`src/hdl/trt_pkg.sv`:
```
// ----------------------------------------------------------------------------
// trt_pkg
// Shared constants, resistance table and controller/datapath interface types
// for the thermistor resistance to temperature converter.
// ----------------------------------------------------------------------------
`default_nettype none

package trt_pkg;

  // Field widths
  localparam int unsigned RES_W  = 16;  // resistance code
  localparam int unsigned TEMP_W = 14;  // temperature, 0.01 degree

  // Defaults for the top-level parameters
  localparam int unsigned TABLE_ENTRIES_DEF = 121;
  localparam int unsigned SUB_STEPS_DEF     = 10;

  localparam int unsigned DEG_HUNDREDTHS = 100;

  // Descending resistance table, entry n is n whole degrees
  localparam int unsigned ROM_DEPTH = 121;
  localparam int unsigned ROM_IW    = $clog2(ROM_DEPTH);

  localparam logic [RES_W-1:0] RES_ROM [ROM_DEPTH] = '{
    16'd2208, 16'd2201, 16'd2194, 16'd2187, 16'd2180, 16'd2172, 16'd2163, 16'd2155,
    16'd2146, 16'd2137, 16'd2128, 16'd2118, 16'd2108, 16'd2097, 16'd2086, 16'd2075,
    16'd2064, 16'd2052, 16'd2040, 16'd2027, 16'd2014, 16'd2001, 16'd1987, 16'd1973,
    16'd1958, 16'd1944, 16'd1928, 16'd1913, 16'd1897, 16'd1880, 16'd1864, 16'd1847,
    16'd1829, 16'd1811, 16'd1793, 16'd1775, 16'd1756, 16'd1737, 16'd1717, 16'd1697,
    16'd1677, 16'd1657, 16'd1636, 16'd1615, 16'd1594, 16'd1572, 16'd1551, 16'd1529,
    16'd1507, 16'd1484, 16'd1462, 16'd1439, 16'd1416, 16'd1393, 16'd1370, 16'd1347,
    16'd1323, 16'd1300, 16'd1277, 16'd1253, 16'd1229, 16'd1206, 16'd1182, 16'd1159,
    16'd1135, 16'd1111, 16'd1088, 16'd1064, 16'd1041, 16'd1018, 16'd995,  16'd971,
    16'd949,  16'd926,  16'd903,  16'd881,  16'd858,  16'd836,  16'd814,  16'd792,
    16'd771,  16'd750,  16'd728,  16'd708,  16'd687,  16'd667,  16'd646,  16'd626,
    16'd607,  16'd587,  16'd568,  16'd549,  16'd531,  16'd513,  16'd494,  16'd477,
    16'd459,  16'd442,  16'd425,  16'd408,  16'd392,  16'd376,  16'd360,  16'd344,
    16'd329,  16'd314,  16'd299,  16'd285,  16'd271,  16'd257,  16'd243,  16'd230,
    16'd216,  16'd204,  16'd191,  16'd178,  16'd166,  16'd154,  16'd143,  16'd131,
    16'd120
  };

  // Table read; entries past the end read as zero
  function automatic logic [RES_W-1:0] rom_entry(input logic [7:0] idx);
    logic [RES_W-1:0] val;
    val = '0;
    if (idx < 8'(ROM_DEPTH)) begin
      val = RES_ROM[idx[ROM_IW-1:0]];
    end
    return val;
  endfunction

  // Controller -> datapath
  typedef struct packed {
    logic start;       // capture input word, point at entry 1
    logic scan_next;   // advance table index
    logic div_load;    // load interval width
    logic div_step;    // interval width -> sub-step width
    logic int_step;    // one sub-step check
    logic set_oor;     // pending result: out of range
    logic set_exact;   // pending result: exact entry
    logic set_interp;  // pending result: interpolated
    logic push;        // pending result into output register
  } trt_cmd_t;

  // Datapath -> controller
  typedef struct packed {
    logic in_range;
    logic match;
    logic below;
    logic int_hit;
    logic int_last;
    logic out_free;
  } trt_sts_t;

endpackage

`default_nettype wire

```
`src/hdl/trt_ctrl.sv`:
```
// ----------------------------------------------------------------------------
// trt_ctrl
// Sequencer: range check, table scan, step divide, sub-step search, output.
// ----------------------------------------------------------------------------
`default_nettype none

module trt_ctrl (
  input  wire logic              clk_i,
  input  wire logic              rst_ni,
  input  wire logic              s_axis_tvalid_i,
  output      logic              s_axis_tready_o,
  input  wire trt_pkg::trt_sts_t sts_i,
  output      trt_pkg::trt_cmd_t cmd_o
);

  localparam logic [2:0] ST_IDLE   = 3'd0;
  localparam logic [2:0] ST_CHECK  = 3'd1;
  localparam logic [2:0] ST_SCAN   = 3'd2;
  localparam logic [2:0] ST_DIV    = 3'd3;
  localparam logic [2:0] ST_INTERP = 3'd4;
  localparam logic [2:0] ST_FINISH = 3'd5;

  logic [2:0] state_q, state_d;

  always_ff @(posedge clk_i or negedge rst_ni) begin
    if (!rst_ni) begin
      state_q <= ST_IDLE;
    end else begin
      state_q <= state_d;
    end
  end

  assign s_axis_tready_o = (state_q == ST_IDLE);

  always_comb begin
    state_d = state_q;
    cmd_o   = '0;
    case (state_q)
      ST_IDLE: begin
        if (s_axis_tvalid_i) begin
          cmd_o.start = 1'b1;
          state_d     = ST_CHECK;
        end
      end
      ST_CHECK: begin
        if (!sts_i.in_range) begin
          cmd_o.set_oor = 1'b1;
          state_d       = ST_FINISH;
        end else begin
          state_d = ST_SCAN;
        end
      end
      ST_SCAN: begin
        if (sts_i.match) begin
          cmd_o.set_exact = 1'b1;
          state_d         = ST_FINISH;
        end else if (sts_i.below) begin
          cmd_o.div_load = 1'b1;
          state_d        = ST_DIV;
        end else begin
          cmd_o.scan_next = 1'b1;
        end
      end
      ST_DIV: begin
        cmd_o.div_step = 1'b1;
        state_d        = ST_INTERP;
      end
      ST_INTERP: begin
        cmd_o.int_step = 1'b1;
        if (sts_i.int_hit || sts_i.int_last) begin
          cmd_o.set_interp = 1'b1;
          state_d          = ST_FINISH;
        end
      end
      ST_FINISH: begin
        if (sts_i.out_free) begin
          cmd_o.push = 1'b1;
          state_d    = ST_IDLE;
        end
      end
      default: begin
        state_d = ST_IDLE;
      end
    endcase
  end

endmodule

`default_nettype wire

```
`src/hdl/trt_dp.sv`:
```
// ----------------------------------------------------------------------------
// trt_dp
// Datapath: table index, reciprocal multiply for the sub-step width,
// sub-step accumulator, pending result and output register.
// ----------------------------------------------------------------------------
`default_nettype none

module trt_dp #(
  parameter int unsigned TABLE_ENTRIES = trt_pkg::TABLE_ENTRIES_DEF,
  parameter int unsigned SUB_STEPS     = trt_pkg::SUB_STEPS_DEF
) (
  input  wire logic                       clk_i,
  input  wire logic                       rst_ni,
  input  wire logic [trt_pkg::RES_W-1:0]  resistance_i,
  input  wire trt_pkg::trt_cmd_t          cmd_i,
  output      trt_pkg::trt_sts_t          sts_o,
  input  wire logic                       m_ready_i,
  output      logic                       m_valid_o,
  output      logic [trt_pkg::TEMP_W-1:0] temperature_o,
  output      logic                       out_of_range_o
);

  localparam int unsigned RES_W  = trt_pkg::RES_W;
  localparam int unsigned TEMP_W = trt_pkg::TEMP_W;
  localparam int unsigned IW     = $clog2(TABLE_ENTRIES);
  localparam int unsigned KW     = $clog2(SUB_STEPS + 1);
  localparam int unsigned SubInc = trt_pkg::DEG_HUNDREDTHS / SUB_STEPS;

  // floor(x / SUB_STEPS) = (x * RecipMul) >> RecipShift for any RES_W-bit x
  localparam int unsigned     RecipShift = RES_W + $clog2(SUB_STEPS);
  localparam longint unsigned RecipMul   =
    ((64'd1 << RecipShift) + 64'(SUB_STEPS) - 64'd1) / 64'(SUB_STEPS);
  localparam int unsigned     PW         = RecipShift + RES_W;

  localparam logic [RES_W-1:0] FirstEntry = trt_pkg::rom_entry(8'd0);
  localparam logic [RES_W-1:0] LastEntry  = trt_pkg::rom_entry(8'(TABLE_ENTRIES - 1));

  logic [RES_W-1:0]  r_q;
  logic [IW-1:0]     idx_q;
  logic [RES_W-1:0]  quot_q;    // interval width in, step out
  logic [RES_W-1:0]  acc_q;     // upper - k*step
  logic [KW-1:0]     k_q;
  logic [TEMP_W-1:0] res_temp_q;
  logic              res_oor_q;
  logic              m_valid_q;
  logic [TEMP_W-1:0] m_temp_q;
  logic              m_oor_q;

  logic [IW-1:0]     idx_m1;
  logic [RES_W-1:0]  entry, upper;
  logic [PW-1:0]     prod;
  logic [RES_W-1:0]  acc_nxt;
  logic [KW-1:0]     k_nxt;
  logic              hit;
  logic [TEMP_W-1:0] base_temp, exact_temp, frac_temp;

  assign idx_m1 = idx_q - IW'(1);
  assign entry  = trt_pkg::rom_entry(8'(idx_q));
  assign upper  = trt_pkg::rom_entry(8'(idx_m1));

  // divide by SUB_STEPS through the constant reciprocal
  assign prod = PW'(quot_q) * PW'(RecipMul);

  assign acc_nxt = acc_q - quot_q;
  assign k_nxt   = k_q + KW'(1);
  assign hit     = (acc_nxt < r_q);

  assign base_temp  = TEMP_W'(32'(idx_m1) * trt_pkg::DEG_HUNDREDTHS);
  assign exact_temp = TEMP_W'(32'(idx_q) * trt_pkg::DEG_HUNDREDTHS);
  assign frac_temp  = hit ? TEMP_W'(32'(k_nxt) * SubInc) : '0;

  always_comb begin
    sts_o          = '0;
    sts_o.in_range = (r_q > LastEntry) && (r_q < FirstEntry);
    sts_o.match    = (entry == r_q);
    sts_o.below    = (entry < r_q);
    sts_o.int_hit  = hit;
    sts_o.int_last = (k_nxt == KW'(SUB_STEPS));
    sts_o.out_free = !m_valid_q || m_ready_i;
  end

  always_ff @(posedge clk_i) begin
    if (cmd_i.start) begin
      r_q   <= resistance_i;
      idx_q <= IW'(1);
    end else if (cmd_i.scan_next) begin
      idx_q <= idx_q + IW'(1);
    end

    if (cmd_i.div_load) begin
      quot_q <= upper - entry;
      acc_q  <= upper;
      k_q    <= '0;
    end else if (cmd_i.div_step) begin
      quot_q <= prod[RecipShift +: RES_W];
    end else if (cmd_i.int_step) begin
      acc_q <= acc_nxt;
      k_q   <= k_nxt;
    end

    if (cmd_i.set_oor) begin
      res_temp_q <= '0;
      res_oor_q  <= 1'b1;
    end else if (cmd_i.set_exact) begin
      res_temp_q <= exact_temp;
      res_oor_q  <= 1'b0;
    end else if (cmd_i.set_interp) begin
      res_temp_q <= base_temp + frac_temp;
      res_oor_q  <= 1'b0;
    end

    if (cmd_i.push) begin
      m_temp_q <= res_temp_q;
      m_oor_q  <= res_oor_q;
    end
  end

  always_ff @(posedge clk_i or negedge rst_ni) begin
    if (!rst_ni) begin
      m_valid_q <= 1'b0;
    end else if (cmd_i.push) begin
      m_valid_q <= 1'b1;
    end else if (m_ready_i) begin
      m_valid_q <= 1'b0;
    end
  end

  assign m_valid_o      = m_valid_q;
  assign temperature_o  = m_temp_q;
  assign out_of_range_o = m_oor_q;

endmodule

`default_nettype wire

```
`src/hdl/thermistor_resistance_to_temperature.sv`:
```
// ----------------------------------------------------------------------------
// thermistor_resistance_to_temperature
// Resistance code to temperature (0.01 degree) by table scan and interpolation.
// ----------------------------------------------------------------------------
// Sequence: an out-of-range word goes straight to finish; otherwise a scan to
// entry n ends at an exact hit, or, when the word lies between entries n-1
// and n, one multiply for the sub-step width and k <= SUB_STEPS sub-step
// checks follow. Finish waits out any output stall.
// Throughput: one word in flight; next word taken the cycle after the push.
// Reset: async active low, clears sequencer and output valid; no other state.
`default_nettype none

module thermistor_resistance_to_temperature #(
  parameter int unsigned TABLE_ENTRIES = trt_pkg::TABLE_ENTRIES_DEF,
  parameter int unsigned SUB_STEPS     = trt_pkg::SUB_STEPS_DEF
) (
  input  wire logic        clk_i,
  input  wire logic        rst_ni,
  // input word
  input  wire logic        s_axis_tvalid,
  output      logic        s_axis_tready,
  input  wire logic [15:0] s_axis_tdata,   // [15:0] resistance
  // result word
  output      logic        m_axis_tvalid,
  input  wire logic        m_axis_tready,
  output      logic [15:0] m_axis_tdata,   // [13:0] temperature, [15:14] zero
  output      logic [0:0]  m_axis_tuser    // [0] out_of_range
);

  trt_pkg::trt_cmd_t            cmd;
  trt_pkg::trt_sts_t            sts;
  logic [trt_pkg::TEMP_W-1:0]   temperature;
  logic                         out_of_range;

  // Sequencer: idle -> range check -> scan -> divide -> sub-steps -> finish.
  // Input is taken only in idle; a finished word waits in finish while the
  // output register is still occupied.
  trt_ctrl u_ctrl (
    .clk_i           (clk_i),
    .rst_ni          (rst_ni),
    .s_axis_tvalid_i (s_axis_tvalid),
    .s_axis_tready_o (s_axis_tready),
    .sts_i           (sts),
    .cmd_o           (cmd)
  );

  // Datapath: scans the table one entry a cycle, divides the interval width
  // by SUB_STEPS with one reciprocal multiply, then walks the sub-steps down
  // from the upper entry.
  trt_dp #(
    .TABLE_ENTRIES (TABLE_ENTRIES),
    .SUB_STEPS     (SUB_STEPS)
  ) u_dp (
    .clk_i          (clk_i),
    .rst_ni         (rst_ni),
    .resistance_i   (s_axis_tdata),
    .cmd_i          (cmd),
    .sts_o          (sts),
    .m_ready_i      (m_axis_tready),
    .m_valid_o      (m_axis_tvalid),
    .temperature_o  (temperature),
    .out_of_range_o (out_of_range)
  );

  assign m_axis_tdata = {{(16 - trt_pkg::TEMP_W){1'b0}}, temperature};
  assign m_axis_tuser = out_of_range;

  // Out-of-range words always carry zero temperature
  a_oor_zero : assert property (@(posedge clk_i) disable iff (!rst_ni)
    (m_axis_tvalid && m_axis_tuser[0]) |-> (m_axis_tdata == 16'd0))
    else $error("out_of_range word with nonzero temperature");

  // One word at a time: no second accept right after an accept
  a_single : assert property (@(posedge clk_i) disable iff (!rst_ni)
    (s_axis_tvalid && s_axis_tready) |=> !s_axis_tready)
    else $error("input accepted while a word is in progress");

  // A push always presents a result next cycle
  a_push : assert property (@(posedge clk_i) disable iff (!rst_ni)
    cmd.push |=> m_axis_tvalid)
    else $error("push did not raise output valid");

  // Push only when the output register can take it
  a_push_free : assert property (@(posedge clk_i) disable iff (!rst_ni)
    cmd.push |-> (!m_axis_tvalid || m_axis_tready))
    else $error("push over an untaken result");

endmodule

`default_nettype wire

```
`config.mk`:
```
export PLATFORM = sky130hd
export DESIGN_NAME = thermistor_resistance_to_temperature
export DESIGN_NICKNAME = d
export VERILOG_FILES = /design/src/hdl/trt_pkg.sv /design/src/hdl/trt_ctrl.sv /design/src/hdl/trt_dp.sv /design/src/hdl/thermistor_resistance_to_temperature.sv
export SDC_FILE = /design/constraint.sdc
export NUM_CORES = 1
export LEC_CHECK = 0
export BUFFER_PORTS_ARGS = -buffer_cell sky130_fd_sc_hd__buf_2
export CORE_ASPECT_RATIO = 1.4
export CORE_UTILIZATION = 41
export CTS_CLUSTER_DIAMETER = 80
export DETAILED_ROUTE_END_ITERATION = 12
export PLACE_DENSITY = 0.57
export SYNTH_ARGS = -nofsm -noshare
export SYNTH_HDL_FRONTEND = slang
export SYNTH_HIERARCHICAL = 1
export SYNTH_SLANG_ARGS = --single-unit
```
`constraint.sdc`:
```
create_clock -name clk_i -period 6.3 [get_ports clk_i]
set_input_delay 1.575 -clock clk_i [delete_from_list [all_inputs] [get_ports clk_i]]
set_output_delay 1.575 -clock clk_i [all_outputs]
set_load 0.1 [all_outputs]
```
# Word level (Yosys, flattened, before mapping)
# Memories as Yosys holds them, arrays and structs flattened.
# Index checks and enable logic that the tools add are counted.
[classes]
mux = 41
n_bitwise = 3
reduce_logical = 13
n_mul = 4
div_mod_pow = 0
add_sub_neg = 6
shift = 0
magnitude_cmp = 8
eq_ne = 12
[ops]
columns = ["operator", "n"]
rows = [
  ["two-way mux 16 bit", 11],
  ["< comparator 16 bit", 2],
  ["multiplier 16 x 16 -> 32 bit, second input constant", 1],
  ["subtractor 16 bit", 2],
  ["two-way mux 14 bit", 2],
  ["multiplier 7 x 5 -> 12 bit, second input constant", 2],
  ["two-way mux 1 bit", 18],
  ["two-way mux 3 bit", 6],
  ["one-hot mux 3 bit (6 select lines)", 1],
  ["equality test 16 bit", 1],
  [">= comparator 8 bit, second input constant", 2],
  ["> comparator 16 x 7 -> 1 bit, second input constant", 1],
  ["< comparator 16 x 12 -> 1 bit, second input constant", 1],
  ["NOT 7 -> 8 bit", 2],
  ["adder 14 bit", 1],
  ["< comparator 7 bit, second input constant", 2],
  ["two-way mux 8 bit", 1],
  ["nonzero test 2 bit", 4],
  ["adder 7 x 1 -> 7 bit, second input constant", 1],
  ["multiplier 4 x 3 -> 7 bit, second input constant", 1],
  ["subtractor 7 x 1 -> 7 bit, second input constant", 1],
  ["equality test 3 x 2 -> 1 bit, second input constant", 2],
  ["equality test 3 bit, second input constant", 2],
  ["adder 4 x 1 -> 4 bit, second input constant", 1],
  ["14 further kinds", 19],
]
[word_totals]
rom_bits = 4096
latchBits = 0
regBits = 93
mem_bits_rw = 0
inputBits = 20
memories = 2
wordCells = 101
output_inout_bits = 19
[memory_table]
columns = ["memory", "depth", "word_bits", "rd", "rd_ports_with_merged_regs", "write_ports", "line", "rtl"]
rows = [
  ["(no name shown)", 128, 16, 1, 0, 0, "trt_pkg.sv:48", "val = RES_ROM[idx[ROM_IW-1:0]];"],
  ["(no name shown)", 128, 16, 1, 0, 0, "trt_pkg.sv:48", ""],
]

# Longest topological paths before layout
[logic_depth]
word_depth = 11
ltp_mapped = 28
depth_no_buf = 28

# Cells and area by module
# Netlist, hierarchy kept.
[by_module_without_submodules]
columns = ["module", "cells_per_inst", "n_inst", "seq_area_each_um2", "area_each_um2"]
rows = [
  ["trt_dp", 1857, 1, 2387.3, 15867.7],
  ["trt_ctrl", 39, 1, 75.1, 320.3],
  ["thermistor_resistance_to_temperature", 3, 1, 0.0, 18.8],
]

# Worst setup path after synthesis
# OpenSTA, ideal clock, no wires.
[synth_path]
path_type = "register to register"
start = "reg u_dp.idx_q[2]"
end = "reg u_dp.quot_q[0] (enable)"
n_path_buf = 7
required_ns = 5.966
path_stages_with_launch = 23
arrival_time_ns = 5.503
path_slack_ns = 0.464
cell_sequence = "dfxtp_1 buf_2 inv_1 buf_2 buf_1 ha_1 buf_4 clkbuf_1 xnor2_1 o22ai_1 a211o_1 and3_1 ha_1 nor2b_1 o21ai_0 nand2b_1 a21oi_1 o31ai_1 o21ai_0 nor4b_1 clkbuf_1 clkbuf_1 or2_2"
[synth_rtl]
columns = ["item", "line", "rtl"]
rows = [
  ["start, declared", "trt_dp.sv:39", "logic [IW-1:0] idx_q;"],
  ["start signal, assigned", "trt_dp.sv:87", "idx_q <= idx_q + IW'(1);"],
  ["end signal, assigned", "trt_dp.sv:91", "quot_q <= upper - entry;"],
  ["end signal, assigned", "trt_dp.sv:95", "quot_q <= prod[RecipShift +: RES_W];"],
  ["end, declared", "trt_dp.sv:40", "logic [RES_W-1:0] quot_q;"],
]

# Worst setup path after layout
[layout_path]
start = "reg u_dp.quot_q[5]"
end = "reg u_dp.quot_q[10], data pin"
[layout_between]
elab_chain_len = 3
[layout_lines]
columns = ["item", "line", "rtl"]
rows = [
  ["multiplier 16 x 16 -> 32 bit", "trt_dp.sv:62", "assign prod = PW'(quot_q) * PW'(RecipMul);"],
  ["two-way mux 16 bit", "trt_dp.sv:94", "end else if (cmd_i.div_step) begin"],
  ["two-way mux 16 bit", "trt_dp.sv:90", "if (cmd_i.div_load) begin"],
]
# Every way passes these cells. The select of a mux whose other input is x is not followed.
# A chain may end at the register's enable or synchronous reset.

==> run_results.csv <==
group,metric,value,unit
clock_network,clock-sinks,91,
global_route,grt_overflow,0,
logic_synthesis,synth-edff-count,62,
route,antenna_left,0,
min_path,hp-class,"register to register",
global_route,grt_max_degree,92,
sta,whs,0.438,ns
logic_synthesis,syn_area,16200,um^2
route,drc,0,
route,wl,52.7,mm
floorplan,io_pins,39,
finish,utilization,44.4,%
place,dpl.hpwl,42.7,mm
logic_synthesis,async_reset_ff_share,4.40,%
floorplan,die_h,237,um
logic_synthesis,yosys_register_bits,91,
global_route,grt_pass1_wl,81.6,mm
place,post_dp_cell_area,16800,um^2
place,post-place-ws,0.348,ns
setup_path,crit_path_cell_trace,"ha_1 > inv_1 > fa_1 > inv_1 > fa_1 > fa_1 > fa_1 > inv_1 > fa_1 > inv_1 > ha_1 > o21ai_0 > a21oi_1 > nand4_1 > nor3_1 > mux2_2 > a221oi_1",
floorplan,start_util,41.9,%
setup_path,crit_type,"register to register",
route,routedWlPerCell,21.9,um
sta,fin_crit_sh,95.4,%
setup_path,max_stage_delay,0.55,ns
setup_path,required,6.45,ns
sta,skew,0.0135,ns
sta,post-route-min-period,6.01,ns
power_and_ir_drop,power_leakage,8.06,nW
logic_synthesis,ys_seq_area_share,15.2,%
global_route,track_usage,26.6,%
clock_network,cts_tree,"yes",
setup_path,critPathLaunchType,"register",
clock_network,insertion_delay,0.37,ns
sta,hold_viol,0,
setup_path,path_common_cell,"fa_1",
setup_path,arrival,6.16,ns
logic_synthesis,yosys_most_used_dff,"edfxtp_1",
finish,drive_gt1_share,9.38,%
place,routabilityCongestion,1.01,
route,first_pass_iters,5,
min_path,min_from,"u_dp/res_temp_q[3]$_SDFFE_PP0P_",
route,drt_iter0_drc,799,
route,viasPerCell,5.86,
sta,drv_slew,0,
sta,worst_pin_slew,1.16,ns
sta,rsz0062_at_grt,"no",
setup_path,rr_startpoint,"u_dp/quot_q[5]$_DFFE_PP_",
setup_path,critPathMaxFanout,6,
finish,fin_area,17200,um^2
sta,tns,0,ns
setup_path,cp-end-kind,"register",
route,dr_total_vias,14100,
floorplan,core,38700,um^2
outcome,outcome,"finished, final reports clean",
clock_network,cts_buffer_depth,2,
setup_path,crit_family,"adder cells",
sta,fmax,166,MHz
power_and_ir_drop,irDropWorstVdd,369,uV
clock_network,ctsHtreeMaxLevel,3,
finish,antenna_cells,0,
floorplan,fp.dieW,170,um
floorplan,rows,85,
clock_network,cts-root-buf,"clkbuf_16",
finish,fin_nets,2273,
sta,setup_ws,0.291,ns
global_route,antenna_found_initial,0,
power_and_ir_drop,power.density,333,nW/um^2
logic_synthesis,synth_warnings,6,
clock_network,path_clk_slew,0.07,ns
floorplan,dieArea,40300,um^2
logic_synthesis,synth_cell_types,111,
place,port_buffers,35,
logic_synthesis,postSynthAreaPerCell,8.53,um^2
finish,areaGrowthSynthToFinish,6.11,%
sta,final-setup-viol-count,0,
logic_synthesis,synthCells,1899,
setup_path,critPathLaunch,"u_dp/quot_q[5]$_DFFE_PP_",
clock_network,cts_buffers,9,
sta,slew_headroom,22.6,%
setup_path,slowest_stage,"edfxtp_1",
global_route,grt_pass1_vias,14200,
job,maxCapViolCount,0,
setup_path,crit_buf_inv,4,
-- metal layers --
layer / global-route usage, % / part of all wire (%) / wire, um / up-vias
met4: 17.0 / 6.9 / 3640 / 0
met1: 29.0 / 37 / 19700 / 6792
li1: - / - / - / 6739
met5: 0 / 0 / 0 / -
met3: 2.86 / 3.7 / 1920 / 171
met2: 48.6 / 52 / 27400 / 409
-- synthesized netlist by cell type (all sizes together) (12+ instances only) --
cell | number | area share (%)
fa | 90 | 11
xnor2 | 43 | 2.5
o31ai | 12 | 0.62
clkbuf | 36 | 0.83
buf | 72 | 2.5
nand4 | 20 | 0.77
xor2 | 21 | 1.1
nand2b | 23 | 1.0
nor2 | 139 | 3.2
nand2 | 116 | 2.7
mux2i | 22 | 1.4
nand3 | 35 | 1.1
a211oi | 36 | 1.8
nor3 | 39 | 1.3
o21ai | 100 | 3.1
a21o | 31 | 1.4
o21a | 14 | 0.65
o211ai | 27 | 1.3
dfxtp | 25 | 3.1
a31oi | 14 | 0.54
nor2b | 21 | 0.87
edfxtp | 62 | 11
ha | 281 | 22
inv | 241 | 5.6
a21oi | 133 | 4.2
mux2 | 13 | 0.93
o2111ai | 12 | 0.65
or3 | 13 | 0.50
-- sequential cells by signal, indices dropped and copies added, names as in the netlist --
register / count
u_dp/m_valid_o: 1
u_dp/temperature_o: 13
u_ctrl/state_q: 3
u_dp/quot_q: 16
u_dp/res_oor_q: 1
u_dp/idx_q: 7
u_dp/res_temp_q: 13
u_dp/r_q: 16
u_dp/out_of_range_o: 1
u_dp/acc_q: 16
u_dp/k_q: 4
-- worst paths after layout --
path	to	slack, ns	cells after the start
setup / recovery	u_dp/quot_q[10]$_DFFE_PP_	0.29	17
hold / removal	u_dp/temperature_o[3]$_DFFE_PP_	0.44	0
setup reg to reg	u_dp/quot_q[10]$_DFFE_PP_	0.29	17
hold reg to reg	u_dp/temperature_o[3]$_DFFE_PP_	0.44	0
max in group asynchronous	u_ctrl/state_q[0]$_DFFE_PN0P_	5.15	1
min in group asynchronous	u_dp/m_valid_o$_DFFE_PN0P_	1.01	1
-- stage by stage --
stage / cells / power [mW]
after floorplan: 1900 / 4.06
after global placement: 2391 / 5.04
after detailed placement: 2391 / 5.09
after CTS: 2407 / 5.75
after global routing: 2409 / 6.23
final: 2409 / 5.72
-- layout make-up --
class / instances / area [um^2]
Clock buffer: 9 / 225
Clock inverter: 7 / 119
Fill cell: 3957 / 21500
Inverter: 242 / 911
Multi-Input combinational cell: 1459 / 12300
Sequential cell: 91 / 2460
Tap cell: 522 / 653
Timing Repair Buffer: 79 / 518
-- cell usage in the layout, fill, tap and decap left out, types with 31 or more instances in the layout --
cell type	netlist	layout
nand3_1	34	34
ha_1	281	281
inv_1	234	234
buf_2	39	35
nor2_1	138	138
a211oi_1	33	33
fa_1	90	90
nor3_1	36	36
a21o_1	31	31
xnor2_1	40	40
a21oi_1	131	131
o21ai_0	89	88
buf_4	14	43
edfxtp_1	62	62
nand2_1	115	115
-- power breakdown --
part	total [mW]	leakage (nW)	switching, mW	internal [mW]
Clock	0.626	0.168	0.266	0.360
Combinational	4.11	7.05	2.54	1.57
Sequential	0.980	0.833	0.0996	0.881
-- cells by family after synthesis --
kind of cell / Yosys count / share of synthesized area [%]
adders and majority gates: 371 / 32.8
xor gates and xnor gates: 65 / 3.81
muxes: 44 / 3.54
other: 2 / 0.0463
DFF: 91 / 15.2
and+or+nand+nor: 472 / 14.5
AOI/OAI and AO/OA: 504 / 21.1
buffers and inverters: 350 / 9.00
-- timing repair --
action / in CTS / in global routing
setup buffers: 0 / 2
hold buffers: 0 / 0
setup endpoints to repair: 0 / 3
gates resized for setup: 0 / 1
(Power assumes the default switching activity.)
